<file path="src/rtl/wfrs_pkg.sv">
`timescale 1ns / 1ps
// ----------------------------------------------------------------------------
// Windowed frame rate statistics package
// Shared widths, register indexes, sequencer states and divider status.
// ----------------------------------------------------------------------------
package wfrs_pkg;

  localparam int TICK_W  = 32;
  localparam int DELTA_W = 24;
  localparam int RATE_W  = 16;
  localparam int HELD_W  = 9;
  localparam int FRAC_W  = 8;
  localparam int CFG_W   = 32;
  localparam int IDX_W   = 2;
  localparam int RATE_DIV_W = TICK_W + FRAC_W;

  localparam logic [IDX_W-1:0] REG_TICK_RATE    = 2'd0;
  localparam logic [IDX_W-1:0] REG_RATE_FLOOR   = 2'd1;
  localparam logic [IDX_W-1:0] REG_RATE_CEILING = 2'd2;

  localparam logic [TICK_W-1:0] TICK_RATE_RESET    = 32'd1000000;
  localparam logic [RATE_W-1:0] RATE_FLOOR_RESET   = 16'd256;
  localparam logic [RATE_W-1:0] RATE_CEILING_RESET = 16'd51200;

  typedef enum logic [2:0] {
    ST_IDLE,
    ST_RATE_START,
    ST_RATE_WAIT,
    ST_WRITE,
    ST_SCAN,
    ST_MEAN_START,
    ST_MEAN_WAIT,
    ST_DONE
  } seq_state_t;

  typedef struct packed {
    logic busy;
    logic done;
  } div_status_t;

endpackage

</file>
<file path="src/rtl/wfrs_ring.sv">
`timescale 1ns / 1ps
// ----------------------------------------------------------------------------
// Rate sample ring
// Single write port and one registered read port over the window samples.
// ----------------------------------------------------------------------------
module wfrs_ring
  import wfrs_pkg::*;
#(
  parameter int DEPTH = 256,
  parameter int AW    = 8
) (
  input  logic              clk,
  input  logic              wr_en,
  input  logic [AW-1:0]     wr_addr,
  input  logic [RATE_W-1:0] wr_data,
  input  logic              rd_en,
  input  logic [AW-1:0]     rd_addr,
  output logic [RATE_W-1:0] rd_data
);

  logic [RATE_W-1:0] mem [DEPTH];

  always_ff @(posedge clk) begin
    if (wr_en) begin
      mem[wr_addr] <= wr_data;
    end
  end

  always_ff @(posedge clk) begin
    if (rd_en) begin
      rd_data <= mem[rd_addr];
    end
  end

endmodule

</file>
<file path="config.mk">
export PLATFORM = sky130hd
export DESIGN_NAME = wfrs_ring
export DESIGN_NICKNAME = d
export VERILOG_FILES = /design/src/rtl/wfrs_pkg.sv /design/src/rtl/wfrs_ring.sv
export SDC_FILE = /design/constraint.sdc
export NUM_CORES = 2
export LEC_CHECK = 0
export ABC_CLOCK_PERIOD_IN_PS = 2800
export BUFFER_PORTS_ARGS = -buffer_cell sky130_fd_sc_hd__buf_4
export CAP_MARGIN = 20
export CORE_UTILIZATION = 60
export CTS_CLUSTER_DIAMETER = 150
export CTS_CLUSTER_SIZE = 12
export DETAILED_ROUTE_END_ITERATION = 12
export PLACE_DENSITY_LB_ADDON = 0.25
export SLEW_MARGIN = 30
export SYNTH_ARGS = -nofsm -noshare
export SYNTH_HDL_FRONTEND = slang
export SYNTH_SLANG_ARGS = --single-unit
</file>
<file path="constraint.sdc">
create_clock -name clk -period 2.8 [get_ports clk]
set_input_delay 0 -clock clk [delete_from_list [all_inputs] [get_ports clk]]
set_output_delay 0 -clock clk [all_outputs]
set_load 0.05 [all_outputs]
</file>
; Word level (Yosys, flattened, before mapping)
; Memories as Yosys holds them, arrays and structs flattened. A register that Yosys moved wholly into a read port is not among the register bits.
; Index checks and enable logic that the tools add are counted.
[word_totals]
word_cells = 3
mem_count = 1
in_bits = 35
register_bits = 0
ramBits = 4096
[op_classes]
n_mux = 2
[mem_list]
columns = name, depth, word_bits, read_ports, rd_clocked_by_memory_dff, write_ports, line
row1 = mem, 256, 16, 1, 1, 1, wfrs_ring.sv:21  ; logic [RATE_W-1:0] mem [DEPTH];
[op_table]
columns = cell, count
row1 = $mux W1, 2

; Logic depth before layout (Yosys ltp)
[logic_depth]
ltp_word = 2
depth_mapped = 12

; Worst setup path after synthesis
; OpenSTA, ideal clock, no wires.
[synth_timing]
path_kind = in2reg
startpoint = input rd_addr[0]
endpoint = register rd_data[4] (read register of mem) (data pin)
path_slack_ns = 0.551
stages = 8
t_arrival_ns = 1.984
t_required_ns = 2.535
path_buffers = 3
cell_sequence = buf_6 > buf_6 > buf_2 > mux4_2 > mux4_2 > a22o_1 > o32ai_2 > nor4_2
[synth_rtl]
columns = item, line
row1 = from (decl), wfrs_ring.sv:17  ; input logic [AW-1:0] rd_addr,
row2 = to (decl), wfrs_ring.sv:18  ; output logic [RATE_W-1:0] rd_data

==> run_results.csv <==
group,metric,value,unit
timing,hold_viol,0,
cts,clk_latency,0.94,ns
critical_path,cp_slowest_stage_delay,0.48,ns
synth,syn_nets,7395,
flow_run,maxCapViolCount,0,
critical_path,worstSetupPathType,"flop to flop",
synth,synth_edf_count,4112,
critical_path,endpoint_kind,"flop",
die,die_area,0.2669,mm^2
cts,cts_sinks,4112,
die,start_util,60.47,%
global_routing,grt_pass1_vias,81150,
global_routing,grt_pass1_wl,591500,um
placed_design,numPortBuffers,50,
global_routing,grt_overflow,0,
cts,htree_levels,5,
synth,yosysWarnings,0,
synth,syn_area_per_cell,21.59,um^2
timing,fin_crit_sh,98.53,%
die,rows,188,
synth,netlist_instances,7360,
pwr,p_sw,25.58,mW
routing,drc_errors,0,
layout,nNetsFinal,8335,
critical_path,crit_arrival,3.41,ns
critical_path,worst_path_max_delay_cell,"mux4_2",
pwr,fin_total_pwr,120.7,mW
synth,syn_area,0.1589,mm^2
synth,ys.flop_type,"edfxtp_1",
die,coreArea,0.2627,mm^2
cts,path_clk_slew,0.06,ns
layout,num-fill-cells,15720,
synth,ys_ff_latch,4112,
layout,area_growth,13.48,%
pwr,swShare,21.20,%
outcome,status,"finished, final reports clean",
timing,worst_pin_slew,1.096,ns
timing,worst_slack,0.04116,ns
timing,slew_headroom,26.95,%
global_routing,grt_max_degree,127,
routing,vias,82350,
synth,async_reset_ff_share,0,%
routing,antenna_left,0,
timing,finalSetupViolations,0,
synth,yosysSeqAreaShare,77.72,%
cts,cts_buffers,384,
critical_path,worstPathCellList,"mux4_2 > mux2_2 > a22oi_1 > nand2_1 > o32ai_4 > buf_4 > nor4_1",
pwr,max-vdd-ir-drop,703.2,uV
placed_design,place_worst_setup_slack,-0.8462,ns
critical_path,r2r-start,"mem[3][5]",
timing,drv_slew,0,
global_routing,antenna_found_initial,26,
cts,cts_max_path_buffers,4,
layout,fin_area,0.1803,mm^2
pwr,power_leakage,58.11,nW
routing,vias_per_cell,6.947,
cts,post_cts_buffers,0,
timing,rsz0062_at_grt,"false",
cts,cts_root_buf,"clkbuf_16",
pwr,powerDensity,669.4,mW/mm^2
pwr,p_seq_share,56.3,%
routing,drt_iter0_drc,12750,
critical_path,critPathRequiredTime,3.45,ns
global_routing,grt_use_total,31.60,%
die,die-width,516.6,um
layout,drive_gt1_share,27.97,%
routing,firstDrtPassIters,9,
routing,wire_per_inst,35.29,um
die,ioPinCount,51,
timing,max_freq,362.5,MHz
critical_path,critPathLaunch,"mem[3][5]",
placed_design,place_congestion,0.9343,
placed_design,placed_cell_area,0.1696,mm^2
critical_path,cp_max_fo,1,
pwr,p_comb_share,5.9,%
placed_design,dp_hpwl,256000,um
cts,cts_tree,"yes",
timing,finClkSkew,0.06084,ns
pwr,p_clk_share,37.8,%
die,die_y,516.6,um
routing,drt_wl_total,418300,um
pwr,p_int,95.10,mW
timing,period_minus_slack,2.759,ns
min_path,min_from,"wr_data[4]",
critical_path,startpoint_type,"flop",
min_path,hold_path_class,"input pin to flop",
synth,synth_cell_types,51,
[worst max-delay path, delay by kind of cell (launching register included)]
kind | cells | cell delay [ns]
AND/OR/NAND/NOR | 2 | 0.28
flip-flops | 1 | 0.36
multiplexers | 2 | 0.79
AO/OA/AOI/OAI | 2 | 0.88
buffers and inverters | 1 | 0.18
[power groups by stage]
stage / registers (mW) / logic, mW / clock network (mW)
3_3_place_gp: 69.3 / 6.76 / 0
2_1_floorplan: 69.3 / 3.35 / 0
4_1_cts: 68.0 / 7.00 / 45.9
3_5_place_dp: 69.3 / 6.91 / 0
5_1_grt: 68.0 / 7.34 / 48.0
6_report: 68.0 / 7.12 / 45.6
[layout make-up]
type	count	area, um^2	share of cell area [%]
Sequential cell	4112	123500	68.49
Multi-Input combinational cell	2792	32960	18.28
Clock buffer	389	9734	5.399
Timing Repair Buffer	1006	9309	5.163
Tap cell	3515	4398	2.439
Clock inverter	20	354.1	0.1964
Antenna cell	17	42.54	0.02359
Inverter	4	27.53	0.01527
[final timing paths]
check,cells after the start,end,slack [ns]
worst max-delay path,7,rd_data[5],0.04
worst min-delay path,2,mem[246][4],0.07
worst max register to register,7,rd_data[5],0.04
worst min register to register,6,rd_data[11],1.18
[flip-flops by register name (all words and copies together), names as in the netlist]
signal   count
mem       4096
rd_data     16
[cell families after synthesis]
group | after synthesis | share of synthesized area [%]
DFF | 4112 | 77.72
and+or+nand+nor | 556 | 1.573
buffers and inverters | 456 | 1.692
AOI/OAI and AO/OA | 786 | 3.534
muxes | 1450 | 15.48
[synth_stat cells (all sizes together), types with 9 or more instances]
cell | instances | area, um^2
a21oi | 175 | 875.8
nand4 | 26 | 162.7
nand2 | 38 | 142.6
o31ai | 16 | 120.1
nor2 | 304 | 1141
mux2 | 88 | 991.0
a221oi | 28 | 245.2
o32ai | 21 | 191.4
a22o | 32 | 280.3
a211oi | 18 | 135.1
a22oi | 43 | 322.8
buf | 222 | 1809
clkbuf | 230 | 863.3
and3 | 11 | 68.82
o22ai | 148 | 925.9
mux4 | 797 | 17950
o221ai | 253 | 2222
o21ai | 38 | 190.2
nand3 | 35 | 175.2
mux2i | 565 | 5655
nor2b | 9 | 56.30
edfxtp | 4112 | 123500
nor4 | 18 | 118.9
nor3 | 92 | 460.4
[layer usage]
layer	track usage, %	vias up	part of all wire, %
met2	48.28	5553	47
met3	8.119	872	13
li1	-	32880	-
met4	11.45	6	4.1
met5	0	-	0.0098
met1	44.65	43040	36
[stage by stage]
step	hold WS, ns	setup TNS, ns	utilization [%]	cells
floorplan	0.09887	0	-	7360
global placement	0.2596	-5.622	64.55	11390
detailed placement	0.2537	-5.298	64.56	11390
CTS	0.04853	0	68.56	11840
global route	0.04766	0	68.61	11850
finish	0.06615	0	68.62	11860
[timing repair]
| action | in CTS | in global routing |
|---|---|---|
| hold buffers | 40 | 0 |
| gates resized for setup | 4 | 3 |
| endpoints found under the setup margin | 3 | 3 |
| hold endpoints to repair | 4127 | 0 |
[cells in the final DEF, fill, tap and decap left out, types with 4 or more instances in the layout]
| cell | count |
|---|---|
| buf_8 | 17 |
| o21ai_0 | 37 |
| mux2_2 | 88 |
| clkinv_16 | 5 |
| o32ai_1 | 18 |
| edfxtp_1 | 4112 |
| nand2_1 | 38 |
| a211oi_1 | 18 |
| a31oi_1 | 6 |
| o22ai_1 | 148 |
| nor2_1 | 263 |
| buf_16 | 4 |
| a221oi_1 | 26 |
| a2111oi_0 | 5 |
| buf_4 | 828 |
| diode_2 | 17 |
| buf_12 | 115 |
| dlygate4sd3_1 | 40 |
| and3_1 | 11 |
| nand3_1 | 29 |
| o31ai_1 | 16 |
| nand3_2 | 6 |
| nor2_2 | 41 |
| nor2b_1 | 9 |
| clkinv_8 | 8 |
| a22oi_1 | 42 |
| a22o_1 | 32 |
| o221ai_1 | 252 |
| clkbuf_16 | 389 |
| inv_6 | 4 |
| nor4_1 | 17 |
| a21oi_1 | 175 |
| mux4_2 | 797 |
| nor3_1 | 89 |
| or2_2 | 4 |
| mux2i_1 | 565 |
| nand4_1 | 26 |
Power figures use the tool's default switching activity.
