[src/rtl/wfrs_pkg.sv]
`timescale 1ns / 1ps
// ----------------------------------------------------------------------------
// Windowed frame rate statistics package
// Shared widths, register indexes, sequencer states and divider status.
// ----------------------------------------------------------------------------
package wfrs_pkg;

  localparam int TICK_W  = 32;
  localparam int DELTA_W = 24;
  localparam int RATE_W  = 16;
  localparam int HELD_W  = 9;
  localparam int FRAC_W  = 8;
  localparam int CFG_W   = 32;
  localparam int IDX_W   = 2;
  localparam int RATE_DIV_W = TICK_W + FRAC_W;

  localparam logic [IDX_W-1:0] REG_TICK_RATE    = 2'd0;
  localparam logic [IDX_W-1:0] REG_RATE_FLOOR   = 2'd1;
  localparam logic [IDX_W-1:0] REG_RATE_CEILING = 2'd2;

  localparam logic [TICK_W-1:0] TICK_RATE_RESET    = 32'd1000000;
  localparam logic [RATE_W-1:0] RATE_FLOOR_RESET   = 16'd256;
  localparam logic [RATE_W-1:0] RATE_CEILING_RESET = 16'd51200;

  typedef enum logic [2:0] {
    ST_IDLE,
    ST_RATE_START,
    ST_RATE_WAIT,
    ST_WRITE,
    ST_SCAN,
    ST_MEAN_START,
    ST_MEAN_WAIT,
    ST_DONE
  } seq_state_t;

  typedef struct packed {
    logic busy;
    logic done;
  } div_status_t;

endpackage

[src/rtl/wfrs_divider.sv]
`timescale 1ns / 1ps
// ----------------------------------------------------------------------------
// Serial restoring divider
// Produces one quotient bit per cycle; shared by the rate and mean divisions.
// ----------------------------------------------------------------------------
module wfrs_divider
  import wfrs_pkg::*;
#(
  parameter int N = 40,
  parameter int D = 24
) (
  input  logic         clk,
  input  logic         rst,
  input  logic         start,
  input  logic [N-1:0] dividend,
  input  logic [D-1:0] divisor,
  output logic [N-1:0] quotient,
  output div_status_t  status
);

  localparam int CNT_W = $clog2(N + 1);

  logic [N-1:0]     work;
  logic [D-1:0]     rem;
  logic [D-1:0]     dvs;
  logic [CNT_W-1:0] cnt;
  logic             busy;
  logic             done;
  logic [D:0]       rem_shift;
  logic [D:0]       rem_diff;
  logic             qbit;

  always_comb begin
    rem_shift = {rem, work[N-1]};
    rem_diff  = rem_shift - {1'b0, dvs};
    qbit      = (rem_shift >= {1'b0, dvs});
  end

  always_ff @(posedge clk) begin
    if (rst) begin
      busy <= 1'b0;
      done <= 1'b0;
      cnt  <= '0;
    end else begin
      done <= 1'b0;
      if (start) begin
        busy <= 1'b1;
        cnt  <= CNT_W'(N);
      end else if (busy) begin
        cnt <= cnt - 1'b1;
        if (cnt == CNT_W'(1)) begin
          busy <= 1'b0;
          done <= 1'b1;
        end
      end
    end
  end

  always_ff @(posedge clk) begin
    if (start) begin
      work <= dividend;
      rem  <= '0;
      dvs  <= divisor;
    end else if (busy) begin
      work <= {work[N-2:0], qbit};
      rem  <= qbit ? rem_diff[D-1:0] : rem_shift[D-1:0];
    end
  end

  assign quotient    = work;
  assign status.busy = busy;
  assign status.done = done;

endmodule

[config.mk]
export PLATFORM = sky130hd
export DESIGN_NAME = wfrs_divider
export DESIGN_NICKNAME = d
export VERILOG_FILES = /design/src/rtl/wfrs_pkg.sv /design/src/rtl/wfrs_divider.sv
export SDC_FILE = /design/constraint.sdc
export NUM_CORES = 1
export LEC_CHECK = 0
export ABC_AREA = 1
export BUFFER_PORTS_ARGS = -buffer_cell sky130_fd_sc_hd__buf_4
export CORE_UTILIZATION = 30
export DETAILED_ROUTE_END_ITERATION = 8
export MAX_ROUTING_LAYER = met4
export PLACE_DENSITY = 0.49
export SLEW_MARGIN = 20
export SYNTH_ARGS = -nofsm -noshare
export SYNTH_HDL_FRONTEND = slang
export SYNTH_SLANG_ARGS = --single-unit
[constraint.sdc]
create_clock -name clk -period 3.1 [get_ports clk]
set_clock_uncertainty 0.2 [all_clocks]
set_input_delay 0.155 -clock clk [delete_from_list [all_inputs] [get_ports clk]]
set_output_delay 0.155 -clock clk [all_outputs]
set_load 0.01 [all_outputs]
* Yosys cells after proc, flatten, opt, wreduce, memory -nomap -nowiden *
Cells that the tools add are included.

cells by class
  reduce and logical (&&, ||, !) cells = 3
  bitwise operators = 1
  mux-type cells = 9
  $lt $le $gt $ge = 1
  eq/ne operators = 1
  add/subtract/negate cells = 2

operators with widths
  operator                                                            number
  40-bit two-way mux                                                  2
  25-bit by 24-bit >= comparator with 1-bit output                    1
  24-bit two-way mux                                                  1
  24-bit subtractor                                                   1
  6-bit two-way mux                                                   2
  6-bit by 1-bit == test with 1-bit output, second input constant     1
  6-bit by 1-bit subtractor with 6-bit output, second input constant  1
  1-bit two-way mux                                                   4
  3-bit OR reduction                                                  1
  2-bit nonzero test                                                  1
  2-bit OR reduction                                                  1
  1-bit NOT                                                           1

storage, ports and cells
  register bits after elaboration = 96
  output and inout port bits = 42
  logic and storage cells = 24
  input port bits = 67

* Depth between registers and ports, before layout *
Gate-level depths: netlist (run 1).

  depth after elaboration = 4
  mapped depth = 15
  depth with buffers taken out = 15

* Worst setup path after synthesis (run 1) *
Ideal clock, no wire load.

  kind = reg-to-reg
  start = register busy
  end = register work[0] (netlist: quotient[0]) (enable)
  setup slack = 0.945 ns
  period minus slack after synthesis = 2.155 ns
  cell stages (with the launch flop) = 4
  path buffers = 1
  data arrival time = 1.561 ns
  cells stage by stage = dfxtp_1 -> nor2_1 -> clkbuf_1 -> inv_1

between the ends
  word-level cells in the longest chain between the ends = 1

ends and longest elaborated chain
  what                          RTL line            text
  start, declared               wfrs_divider.sv:27  logic busy;
  start signal, assigned        wfrs_divider.sv:41  busy <= 1'b0;
  start signal, assigned        wfrs_divider.sv:47  busy <= 1'b1;
  start signal, assigned        wfrs_divider.sv:52  busy <= 1'b0;
  2-bit nonzero test (no line)  n/a
  end signal, assigned          wfrs_divider.sv:61  work <= dividend;
  end signal, assigned          wfrs_divider.sv:65  work <= {work[N-2:0], qbit};
  end, declared                 wfrs_divider.sv:23  logic [N-1:0] work;

Every way passes these cells.
A chain may end at the register's enable or synchronous reset.

* Worst setup path in the final report (run 1) *
  start = register dvs[8]
  end = register work[0] (netlist: quotient[0]), data pin

between the ends
  word-level cells in the longest chain between the ends = 3

ends and longest elaborated chain
  what                                              RTL line            text
  start, declared                                   wfrs_divider.sv:25  logic [D-1:0] dvs;
  start signal, assigned                            wfrs_divider.sv:63  dvs <= divisor;
  25-bit by 24-bit >= comparator with 1-bit output  wfrs_divider.sv:36  qbit = (rem_shift >= {1'b0, dvs});
  40-bit two-way mux                                wfrs_divider.sv:64  end else if (busy) begin
  40-bit two-way mux                                wfrs_divider.sv:60  if (start) begin

Every way passes these cells. The select of a mux whose other input is x is not followed.

==> flow_summary_export.csv, run 1 <==
group,metric,value,unit
setup_path,rr_startpoint,"dvs[8]",
detailed_routing,routed_via_density,4.339,
setup_path,critPathLaunch,"dvs[8]",
setup_path,r2r_end,"quotient[0]",
global_route,grt_pass1_wl,26.94,mm
setup_path,cp_data_arrival_time,2410,ps
hold_path,min_to,"dvs[14]",
yosys,ys_seq_area_share,43.59,%
clock_tree,cts_made_buffers,9,
yosys,synth-main-ff-cell,"edfxtp_1",
placed_design,io_buffers,108,
power,power,3.233,mW
yosys,syn_avg_cell_area,7.125,sq um
sta,fin_setup_tns,0,ps
clock_tree,clock_path_buffers,2,
die,dieHeight,142.0,um
yosys,synth-async-reset-ratio,0,%
die,die_area,0.02016,sq mm
power,comb_power_share,16.7,%
global_route,antenna_found_initial,0,
setup_path,slowest_stage,"edfxtp_1",
power,p_leak,4.087,nW
setup_path,crit_top_cell,"nand2_1",
detailed_routing,wl_per_cell,12.71,um
power,netSwitchingPower,0.8632,mW
power,clkPwrFrac,36.3,%
outcome,run_status,"complete, no violations",
setup_path,required,3010,ps
detailed_routing,drc_errors,0,
placed_design,gp_congestion,0.8871,
clock_tree,clk-insertion-delay-late,360,ps
final_layout,synthToLayoutAreaGrowth,34.78,%
setup_path,rrSetupSlack,600,ps
sta,tightest_slew,546.1,ps
setup_path,cp_max_fo,25,
global_route,overflow,0,
die,io_pins,109,
clock_tree,ctsRootBufferMaster,"clkbuf_16",
yosys,synth_edf_count,64,
setup_path,crit_path_end_kind,"register",
clock_tree,cts_num_sinks,96,
sta,relSlewSlack,63.59,%
detailed_routing,antenna_left,0,
setup_path,rr_worst_depth,12,
sta,period_share,80.73,%
sta,max_freq,0.3996,GHz
yosys,ys_types,31,
sta,setup_viol,0,
detailed_routing,wl,16.02,mm
global_route,grt_usage,17.53,%
global_route,grt_max_degree,41,
yosys,yosys_warnings,0,
detailed_routing,firstDrtPassIters,4,
power,p_per_area,408.0,mW/mm^2
flow_run,drv_cap,0,
placed_design,dp_hpwl,11.47,mm
sta,maxSlewViolCount,0,
detailed_routing,initialDrtViolationCount,320,
power,ir_drop,0.0002585,V
die,coreArea,0.01896,sq mm
setup_path,path_buf_inv,3,
final_layout,n_antenna_cell,0,
global_route,grt_pass1_vias,5564,
final_layout,drive_gt1_share,14.60,%
clock_tree,post_cts_resize_count,0,
sta,period_needed,2503,ps
die,initial_core_util,31.01,%
sta,rsz0062_at_grt,"no",
final_layout,finalNetCount,1089,
hold_path,hold_path.startpoint,"start",
yosys,syn-cell-area,0.005878,sq mm
die,rows,50,
sta,fin_ws,597.5,ps
power,switching_share,26.70,%
final_layout,final_cell_mix,"nand2_1, inv_1, buf_4",
setup_path,cp_slowest_stage_delay,330,ps
hold_path,hp-class,"in -> reg",
placed_design,dp_slack,575.4,ps
clock_tree,cts_hold_buf,65,
clock_tree,htreeDepth,3,
clock_tree,clk_pin_slew,70,ps
hold_path,whs_path_depth,1,
clock_tree,post_cts_buffers,0,
yosys,synthCells,825,
power,power.internal,2.369,mW
yosys,syn_nets,919,
power,seqPwrFrac,47.0,%
die,die_w,142.0,um
setup_path,critPathLaunchType,"register",
sta,holdWs,64.95,ps
final_layout,layout_commonest_cell,"nand2_1",
setup_path,worstPathCellList,"inv_1, ha_1, nand2_1, inv_1, nand2_1, nand2_1, inv_1, nand3_1, nand2_2, nand3_4, nand2_1, nand2_1",
setup_path,crit_type,"reg -> reg",
sta,hold_violations,0,
setup_path,cp_top_family,"simple AND/OR/NAND/NOR gates",
yosys,synth-seq-cells,96,
detailed_routing,vias,5467,
clock_tree,cts_tree,"done",
==> state kept, by name, indices dropped and copies added, names as in the netlist <==
name,flops
quotient,40
dvs,24
rem,24
cnt,6
busy,1
done,1
==> power groups by stage <==
stage / combinational [mW] / sequential [mW] / clock (mW)
2_1_floorplan: 0.225 / 1.56 / 0
3_3_place_gp: 0.479 / 1.55 / 0
3_5_place_dp: 0.479 / 1.55 / 0
4_1_cts: 0.545 / 1.52 / 1.23
5_1_grt: 0.604 / 1.53 / 1.26
6_report: 0.539 / 1.52 / 1.17
==> through the flow <==
stage / util (%) / std cells / area, sq um
2_1_floorplan: - / 825 / 5878
3_3_place_gp: 36.76 / 1179 / 6968
3_5_place_dp: 36.76 / 1179 / 6968
4_1_cts: 41.80 / 1260 / 7923
5_1_grt: 41.80 / 1260 / 7923
6_report: 41.80 / 1260 / 7923
==> worst reg2reg max path, delay by kind of cell, from the launching register on <==
family                     cells  cell delay, ps
adders and majority gates      1             330
buffers and inverters          3             140
DFF                            1             330
and+or+nand+nor                8            1250
==> kinds of logic after synthesis <==
logic type	share of synthesized area (%)
flip-flops	43.59
buffers and inverters	11.05
adder cells (fa/ha/maj)	5.875
AO/OA/AOI/OAI	1.746
AND/OR/NAND/NOR	36.40
XOR/XNOR	1.341
==> worst max-delay path by stage <==
stage                       end  slack (ps)  depth (start not counted)
finish              quotient[0]         600                         12
global placement        rem[15]         620                         11
CTS                 quotient[0]         560                         12
floorplan           quotient[0]         950                          3
global route            rem[15]         280                         11
detailed placement  quotient[0]         580                         12
==> synthesized netlist by cell type, types with 2 or more instances <==
cell	number	area share, %
nand2_1	374	24
inv_1	136	8.7
edfxtp_1	64	33
nand3_1	47	4.0
nor2_1	38	2.4
dfxtp_1	32	11
nand4_1	31	3.3
ha_1	26	5.5
clkbuf_1	13	0.83
a21oi_1	12	1.0
xnor2_1	8	1.2
nand3b_1	7	0.89
buf_2	6	0.51
nor3_1	5	0.43
inv_2	4	0.26
nor2_2	3	0.32
buf_4	2	0.26
buf_6	2	0.38
clkinv_1	2	0.13
nand2_2	2	0.21
==> per-layer routing <==
layer / up-vias / GRT usage [%] / share of wire, %
met2: 132 / 28.78 / 46
li1: 2901 / - / -
met4: 0 / 4.301 / 0.82
met5: - / - / 0
met1: 2423 / 22.01 / 48
met3: 11 / 3.634 / 5.3
==> area by class of cell <==
cell class / count / area, sq um
fillers: 2009 / 11030
multi-input cells: 564 / 2669
flip-flops and latches: 96 / 2562
repair buffers: 182 / 1529
inverters: 142 / 533.0
well taps: 260 / 325.3
clock buffers: 9 / 225.2
clock inverters: 7 / 78.83
(Power assumes the default switching activity.)
==> run 2: changes to the inputs <==
==> constraint.sdc (replaced) <==
create_clock -name clk -period 2.4 [get_ports clk]
set_clock_uncertainty 0.2 [all_clocks]
set_input_delay 0.12 -clock clk [delete_from_list [all_inputs] [get_ports clk]]
set_output_delay 0.12 -clock clk [all_outputs]
set_load 0.01 [all_outputs]
==> run 2 against run 1 <==
Effect of this change: worst setup slack got worse by 460 ps; global-route usage down 0.067 points; count of clock-buffer cells in the layout did not move; register-to-register slack got worse by 460 ps; sequential share of layout area is 0.60 points lower; flip-flop and latch count unchanged; combinational power grew 32%; non-clock buffer count rose by 10; first-iteration DRC count down 16%; highest routed layer unchanged.
==> flow_summary_export.csv, run 2 (same netlist as run 1, synthesis figures left out) <==
group,metric,value,unit
setup_path,cp_data_arrival_time,2310,ps
die,rows,50,
setup_path,crit_path_end_kind,"register",
sta,hold_violations,0,
clock_tree,cts_tree,"done",
detailed_routing,firstDrtPassIters,4,
final_layout,regArea,0.002562,sq mm
power,netSwitchingPower,1.113,mW
clock_tree,clk_pin_slew,70,ps
power,ir_drop,0.0003184,V
placed_design,gp_congestion,0.8980,
die,io_pins,109,
detailed_routing,vias,5535,
power,power,4.181,mW
hold_path,whs_path_depth,5,
detailed_routing,wl_per_cell,12.91,um
detailed_routing,antenna_left,0,
detailed_routing,initialDrtViolationCount,268,
die,dieHeight,142.0,um
sta,tightest_slew,547.4,ps
placed_design,dp_slack,-36.02,ps
final_layout,synthToLayoutAreaGrowth,37.33,%
sta,period_needed,2267,ps
final_layout,fillers,1992,
detailed_routing,drc_errors,0,
clock_tree,clk-insertion-delay-late,350,ps
setup_path,crit_type,"reg -> reg",
sta,relSlewSlack,63.51,%
clock_tree,clock_path_buffers,2,
power,switching_share,26.63,%
outcome,run_status,"complete, no violations",
sta,period_share,94.46,%
setup_path,rr_startpoint,"quotient[39]",
clock_tree,ctsRootBufferMaster,"clkbuf_16",
placed_design,dp_hpwl,11.65,mm
placed_design,io_buffers,108,
die,die_w,142.0,um
hold_path,hold_path.startpoint,"start",
hold_path,hp-class,"in -> reg",
hold_path,min_to,"rem[1]",
sta,setup_viol,0,
global_route,grt_max_degree,45,
final_layout,final_cell_mix,"nand2_1, inv_1, buf_4",
die,coreArea,0.01896,sq mm
global_route,grt_pass1_vias,5527,
die,die_area,0.02016,sq mm
clock_tree,htreeDepth,3,
global_route,antenna_found_initial,0,
power,p_leak,4.157,nW
setup_path,critPathLaunchType,"register",
final_layout,finalNetCount,1099,
sta,fin_setup_tns,0,ps
sta,maxSlewViolCount,0,
final_layout,n_antenna_cell,0,
final_layout,drive_gt1_share,16.93,%
setup_path,cp_max_fo,3,
clock_tree,cts_num_sinks,96,
global_route,overflow,0,
detailed_routing,wl,16.40,mm
setup_path,r2r_end,"rem[16]",
power,seqPwrFrac,46.9,%
global_route,grt_pass1_wl,26.87,mm
global_route,grt_usage,17.46,%
setup_path,rrSetupSlack,130,ps
power,clkPwrFrac,36.0,%
sta,holdWs,150.0,ps
final_layout,layout_commonest_cell,"nand2_1",
final_layout,largest_reg_flops,40,
clock_tree,cts_made_buffers,9,
die,initial_core_util,31.01,%
power,power.internal,3.067,mW
final_layout,fin_util,42.59,%
final_layout,multi_input_area,0.002730,sq mm
power,p_per_area,517.9,mW/mm^2
detailed_routing,routed_via_density,4.358,
setup_path,rr_worst_depth,15,
flow_run,drv_cap,0,
sta,fin_ws,133.0,ps
setup_path,required,2450,ps
setup_path,critPathLaunch,"quotient[39]",
power,comb_power_share,17.0,%
sta,max_freq,0.4411,GHz
## run 2: metrics by stage
stage | instance area (sq um) | cells
2_1_floorplan | 5878 | 825
3_3_place_gp | 7041 | 1187
3_5_place_dp | 7041 | 1187
4_1_cts | 7998 | 1268
5_1_grt | 8073 | 1270
6_report | 8073 | 1270
## run 2: worst max-delay path: stages, from the launching register on
cell	delay [ps]
edfxtp_1	360
inv_1	60
ha_1	230
fa_2	380
inv_2	90
nand3_1	80
nand3_2	130
nand2_1	80
nand3_2	130
nand2_1	90
nand2_1	60
nand2_1	40
nand2_1	60
nand2_1	50
nand3_1	60
nand2_1	40
## run 2: cell type report
class	count	area share [%]
Multi-Input combinational cell	564	33.82
Sequential cell	96	31.74
Timing Repair Buffer	192	20.07
Inverter	142	6.603
Tap cell	260	4.030
Clock buffer	9	2.790
Clock inverter	7	0.9454
## run 2: layer usage
layer,wire length (um),part of all wire [%],up-vias,global-route usage (%)
met3,653,4.0,14,3.499
met4,161,0.98,0,3.962
met2,7488,46,120,28.13
met1,8099,49,2474,22.55
met5,0,0,-,-
li1,-,-,2927,-
## run 2: repair_timing
action | CTS | global route
endpoints found under the hold margin | 72 | 0
hold buffers | 65 | 0
pin swaps | 0 | 1
buffers inserted | 0 | 2
resized for setup | 1 | 16
endpoints found under the setup margin | 2 | 25
## run 2: worst max-delay path by stage
stage | to | slack [ps]
3_3_place_gp | rem[16] | -40
5_1_grt | rem[12] | -2
4_1_cts | rem[16] | 20
6_report | rem[16] | 130
2_1_floorplan | quotient[0] | 250
3_5_place_dp | rem[16] | -40
## run 2: power groups by stage
stage / clock, mW / combinational (mW) / sequential (mW)
global placement: 0 / 0.621 / 2.00
global route: 1.61 / 0.797 / 1.98
floorplan: 0 / 0.291 / 2.02
detailed placement: 0 / 0.619 / 1.99
finish: 1.51 / 0.713 / 1.96
CTS: 1.56 / 0.706 / 1.96
